**src/lrt_pkg.sv**
```systemverilog
// ----------------------------------------------------------------------------
// lrt_pkg
// Shared types, field widths and codes for the longest-prefix-match route table.
// ----------------------------------------------------------------------------
`default_nettype none

package lrt_pkg;

    localparam int TABLE_DEPTH_DEF = 64;

    localparam int ADDR_W = 32;
    localparam int LEN_W  = 6;
    localparam int HOP_W  = 32;
    localparam int PORT_W = 8;
    localparam int OP_W   = 2;

    localparam int S_TDATA_W = 80;
    localparam int S_TUSER_W = OP_W;
    localparam int M_TDATA_W = 40;
    localparam int M_TUSER_W = 2;

    localparam int CMD_FIFO_DEPTH = 2;

    localparam logic [LEN_W-1:0] MAX_LEN = LEN_W'(ADDR_W);

    localparam logic [OP_W-1:0] OP_INSERT = 2'd0;
    localparam logic [OP_W-1:0] OP_DELETE = 2'd1;
    localparam logic [OP_W-1:0] OP_LOOKUP = 2'd2;

    typedef enum logic [1:0] {
        KIND_NOP,
        KIND_INSERT,
        KIND_DELETE,
        KIND_LOOKUP
    } kind_t;

    typedef struct packed {
        kind_t              kind;
        logic [ADDR_W-1:0]  address;
        logic [LEN_W-1:0]   prefix_len;
        logic [HOP_W-1:0]   next_hop;
        logic [PORT_W-1:0]  port;
    } cmd_t;

    typedef struct packed {
        logic               valid;
        logic [ADDR_W-1:0]  prefix;
        logic [LEN_W-1:0]   length;
        logic [HOP_W-1:0]   next_hop;
        logic [PORT_W-1:0]  port;
    } slot_t;

    localparam int SLOT_W = $bits(slot_t);

    // keeps the top len bits of an address, len in 0..32
    function automatic logic [ADDR_W-1:0] top_mask(input logic [LEN_W-1:0] len);
        top_mask = ~({ADDR_W{1'b1}} >> len);
    endfunction

endpackage

`default_nettype wire

```
**src/lrt_front.sv**
```systemverilog
// ----------------------------------------------------------------------------
// lrt_front
// Accepts transactions, decodes the operation and queues commands for the
// scan engine.
// ----------------------------------------------------------------------------
`default_nettype none

module lrt_front (
    input  wire logic                           aclk,
    input  wire logic                           aresetn,
    input  wire logic                           s_tvalid,
    output      logic                           s_tready,
    // address, prefix_len, next_hop_in, port_in, zero pad
    input  wire logic [lrt_pkg::S_TDATA_W-1:0]  s_tdata,
    // opcode
    input  wire logic [lrt_pkg::S_TUSER_W-1:0]  s_tuser,
    input  wire logic                           clear_busy,
    output      logic                           cmd_valid,
    output      lrt_pkg::cmd_t                  cmd,
    input  wire logic                           cmd_pop
);

    import lrt_pkg::*;

    localparam int ADDR_LO = 0;
    localparam int LEN_LO  = ADDR_LO + ADDR_W;
    localparam int HOP_LO  = LEN_LO + LEN_W;
    localparam int PORT_LO = HOP_LO + HOP_W;
    localparam int PTR_W   = $clog2(CMD_FIFO_DEPTH);
    localparam int CNT_W   = $clog2(CMD_FIFO_DEPTH + 1);
    localparam logic [CNT_W-1:0] FULL_CNT = CNT_W'(CMD_FIFO_DEPTH);

    cmd_t             cmd_in;
    logic             len_ok;
    logic             push;
    cmd_t             fifo_reg [CMD_FIFO_DEPTH];
    logic [PTR_W-1:0] wr_ptr_reg, wr_ptr_next;
    logic [PTR_W-1:0] rd_ptr_reg, rd_ptr_next;
    logic [CNT_W-1:0] count_reg, count_next;

    always_comb begin
        cmd_in.address    = s_tdata[ADDR_LO +: ADDR_W];
        cmd_in.prefix_len = s_tdata[LEN_LO +: LEN_W];
        cmd_in.next_hop   = s_tdata[HOP_LO +: HOP_W];
        cmd_in.port       = s_tdata[PORT_LO +: PORT_W];
        len_ok            = (cmd_in.prefix_len <= MAX_LEN);
        case (s_tuser)
            OP_INSERT: begin
                cmd_in.kind = len_ok ? KIND_INSERT : KIND_NOP;
            end
            OP_DELETE: begin
                cmd_in.kind = len_ok ? KIND_DELETE : KIND_NOP;
            end
            OP_LOOKUP: begin
                cmd_in.kind = KIND_LOOKUP;
            end
            default: begin
                cmd_in.kind = KIND_NOP;
            end
        endcase
    end

    assign s_tready  = (count_reg != FULL_CNT) && !clear_busy;
    assign push      = s_tvalid && s_tready;
    assign cmd_valid = (count_reg != '0);
    assign cmd       = fifo_reg[rd_ptr_reg];

    always_comb begin
        wr_ptr_next = wr_ptr_reg;
        rd_ptr_next = rd_ptr_reg;
        count_next  = count_reg;
        if (push) begin
            wr_ptr_next = wr_ptr_reg + 1'b1;
        end
        if (cmd_pop) begin
            rd_ptr_next = rd_ptr_reg + 1'b1;
        end
        if (push && !cmd_pop) begin
            count_next = count_reg + 1'b1;
        end else if (!push && cmd_pop) begin
            count_next = count_reg - 1'b1;
        end
    end

    always_ff @(posedge aclk) begin
        if (!aresetn) begin
            wr_ptr_reg <= '0;
            rd_ptr_reg <= '0;
            count_reg  <= '0;
        end else begin
            wr_ptr_reg <= wr_ptr_next;
            rd_ptr_reg <= rd_ptr_next;
            count_reg  <= count_next;
        end
        if (push) begin
            fifo_reg[wr_ptr_reg] <= cmd_in;
        end
    end

endmodule

`default_nettype wire

```
**config.mk**
```make
export PLATFORM = sky130hd
export DESIGN_NAME = lrt_front
export DESIGN_NICKNAME = d
export VERILOG_FILES = /design/src/lrt_pkg.sv /design/src/lrt_front.sv
export SDC_FILE = /design/constraint.sdc
export NUM_CORES = 1
export LEC_CHECK = 0
export ABC_AREA = 1
export BUFFER_PORTS_ARGS = -buffer_cell sky130_fd_sc_hd__buf_2
export CAP_MARGIN = 40
export CORE_MARGIN = 5
export CORE_UTILIZATION = 52
export DETAILED_ROUTE_END_ITERATION = 8
export PLACE_DENSITY_LB_ADDON = 0.25
export SLEW_MARGIN = 25
export SYNTH_ARGS = -nofsm -noshare
export SYNTH_HDL_FRONTEND = slang
export SYNTH_SLANG_ARGS = --single-unit
export TNS_END_PERCENT = 100
```
**constraint.sdc**
```tcl
create_clock -name aclk -period 5.98 [get_ports aclk]
set_input_delay 0.299 -clock aclk [delete_from_list [all_inputs] [get_ports aclk]]
set_output_delay 0.299 -clock aclk [all_outputs]
set_load 0.05 [all_outputs]
```
==> results.md <==
* Post-CTS Setup Bufs at 0
* Clk_skew at 0.00506 ns
* Hold slack at 0.0684 ns
* CP endpoint kind: primary output
* Max Cap Viol at 0
* Worst-path clk slew at 0.06 ns
* Hold Fails Final Rpt at 0
* Largest net degree at the start of global routing at between 40 and 50
* Final min period at about 2.5 ns
* First-pass GRT wire length at 16.8 mm
* Layout Utilization at 65.7%
* Total Wirelength at roughly 11 mm
* N_diodes at 0
* Dpl ws at 3.78 ns
* Detailed Route Iter0 Violations at 189
* Max FFs per register at 160
* Row Count at 40
* Initial core utilization at 53.4%
* Max clock buf depth at 2
* Cell variety after synth at 15
* Hold WC Path Type: input pin to flip-flop
* Root buf cell: clkbuf_16
* DRC violations left at 0
* # IOs at 169
* CTS tree: done
* Pwr dens at 343 mW/mm^2
* Pleak at 3.19 nW
* FF-to-FF path depth at 5
* H-tree depth at 4
* Initial antenna violation count at 0
* Hold Crit Depth at 1
* RR Endpoint: fifo_reg[1][56]$_DFFE_PP_
* Critical path type: flip-flop to primary output
* Num CTS Buffers at 17
* Share of post-route cells with drive strength above 1 at between 50% and 60%
* Port bufs at 166
* Wire per inst at 16.6 microns
* Worst-skew pair later-pin latency at 0.42 ns
* Hold_sp: s_tdata[21]
* Seq/Total Area, Yosys at 75.8%
* Reg2reg setup slack at 3.80 ns
* Flops & latches, synth at 165
* Hpwl dp at 7.59 mm
* Core Area at roughly 0.012 sq mm
* Number of clock sinks at 165
* Die height at 122 microns
* Syn Area/Cell at 21.8 sq um
* Commonest cells after routing, fill and taps aside: buf_2 (166), edfxtp_1 (160), mux2_4 (80)
* IR drop worst, VDD at 218 uV
* Cell area after layout at 0.00796 sq mm
* Max frequency at 0.394 GHz
* GP Congestion at 0.716
* FILL cells at 894
* Arrival time at the worst endpoint at between 2 and 2.5 ns
* Final period util at 42.4%
* Global route overflow at 0
* Area used by multi-input combinational logic at 0.00135 sq mm
* Mapped Area at 0.00647 sq mm
* Setup_tns at 0 ns
* Most common cell after layout, fill and taps aside: buf_2
* Slew HR at 51.2%
* Mapped Nets at 385
* Area Growth Syn to Fin at 23.1%
* Final WS setup at approximately 3.4 ns
* GRT Overall Usage at 15.4%
* Least-Margin Pin Slew at ~0.73 ns
* RSZ-0062 raised after global routing: false
* Ys Warns at 0
* Launch instance of the worst register-to-register path: count_reg[0]$_SDFFE_PN0P_
* Drt first pass iters at 4
* Max FO, Critical Path at 33
* Req. time, crit path at 5.68 ns
* Final setup vio count at 0
* Area taken by flip-flops and latches at approximately 0.0049 sq mm
* Vias at 3,138
* Startpoint types: flip-flop
* Cts repair resizes at 0
* Die width at 122 microns
* Outcome: finished clean
* DR vias/cell at 4.77
* Syn Inst Count at between 200 and 300
* Die area at 0.0148 sq mm
* Slew Viols, Final at 0
* Hold EP: fifo_reg[1][67]$_DFFE_PP_
* NumNets Final at between 500 and 600
* Post-DRT Antenna Nets at 0
* Placed instance area at 0.00741 sq mm
* Hold_buf cts at 0
* Vias in the first global route at between 3,000 and 4,000
## cell type report
cell class	count	area share (%)
clock inverters	11	1.40
inverters	12	0.582
repair buffers	171	11.2
well taps	168	2.64
flip-flops and latches	165	61.7
multi-input cells	111	17.0
clock buffers	20	5.49
## worst max-delay path, cell delays in order, from the launching register on
cell     delay [ns]
dfxtp_4        0.64
buf_4          0.59
mux2_4         0.35
buf_2          0.21
## metal layers
| metal | vias to the layer above | global-route usage [%] | share of wire, % |
|---|---|---|---|
| li1 | 1506 | - | - |
| met1 | 1502 | 17.0 | 39 |
| met2 | 113 | 26.0 | 52 |
| met3 | 17 | 5.97 | 7.3 |
| met4 | 0 | 7.42 | 1.9 |
| met5 | - | 0 | 0 |
## synth_stat cells
library cell / n / area (sq um)
o21ai_0: 1 / 5.00
nor2_1: 8 / 30.0
xnor2_1: 1 / 8.76
inv_1: 12 / 45.0
nor3_1: 1 / 5.00
buf_6: 1 / 11.3
nand4_1: 2 / 12.5
edfxtp_1: 160 / 4800
nand2_1: 11 / 41.3
ha_1: 1 / 12.5
dfxtp_1: 5 / 100
buf_12: 8 / 160
nand3_1: 2 / 10.0
mux2_4: 80 / 1200
a21oi_1: 4 / 20.0
## kinds of logic after synthesis
kind of cell	share of synthesized area (%)
flops	75.8
mux	18.6
simple gates	1.53
buf+inv	3.35
compound gates	0.387
xor+xnor	0.135
fa+ha+maj	0.193
## worst max-delay path by stage
stage,startpoint,to,slack [ns],cells past startpoint
floorplan,count_reg[0]$_SDFFE_PN0P_,fifo_reg[0][0]$_DFFE_PP_,1.55,4
global placement,clear_busy,fifo_reg[0][54]$_DFFE_PP_,3.37,5
detailed placement,count_reg[0]$_SDFFE_PN0P_,fifo_reg[1][53]$_DFFE_PP_,3.78,5
CTS,flip-flop,cmd[23],3.39,3
global route,flip-flop,cmd[30],3.34,3
finish,flip-flop,cmd[30],3.44,3
## power by group
part	switching [mW]	internal (mW)	leakage [nW]	total (mW)
Clock	0.397	0.605	0.263	1.00
Combinational	0.258	0.130	1.42	0.388
Sequential	0.0188	1.32	1.51	1.34
Total	0.674	2.06	3.19	2.73
## metrics by stage
stage	instances	total power [mW]
6_report	658	2.73
5_1_grt	658	2.84
4_1_cts	658	2.76
3_5_place_dp	627	1.76
3_3_place_gp	625	1.75
2_1_floorplan	297	1.68
Note: power is estimated with default switching activity, not from simulation.
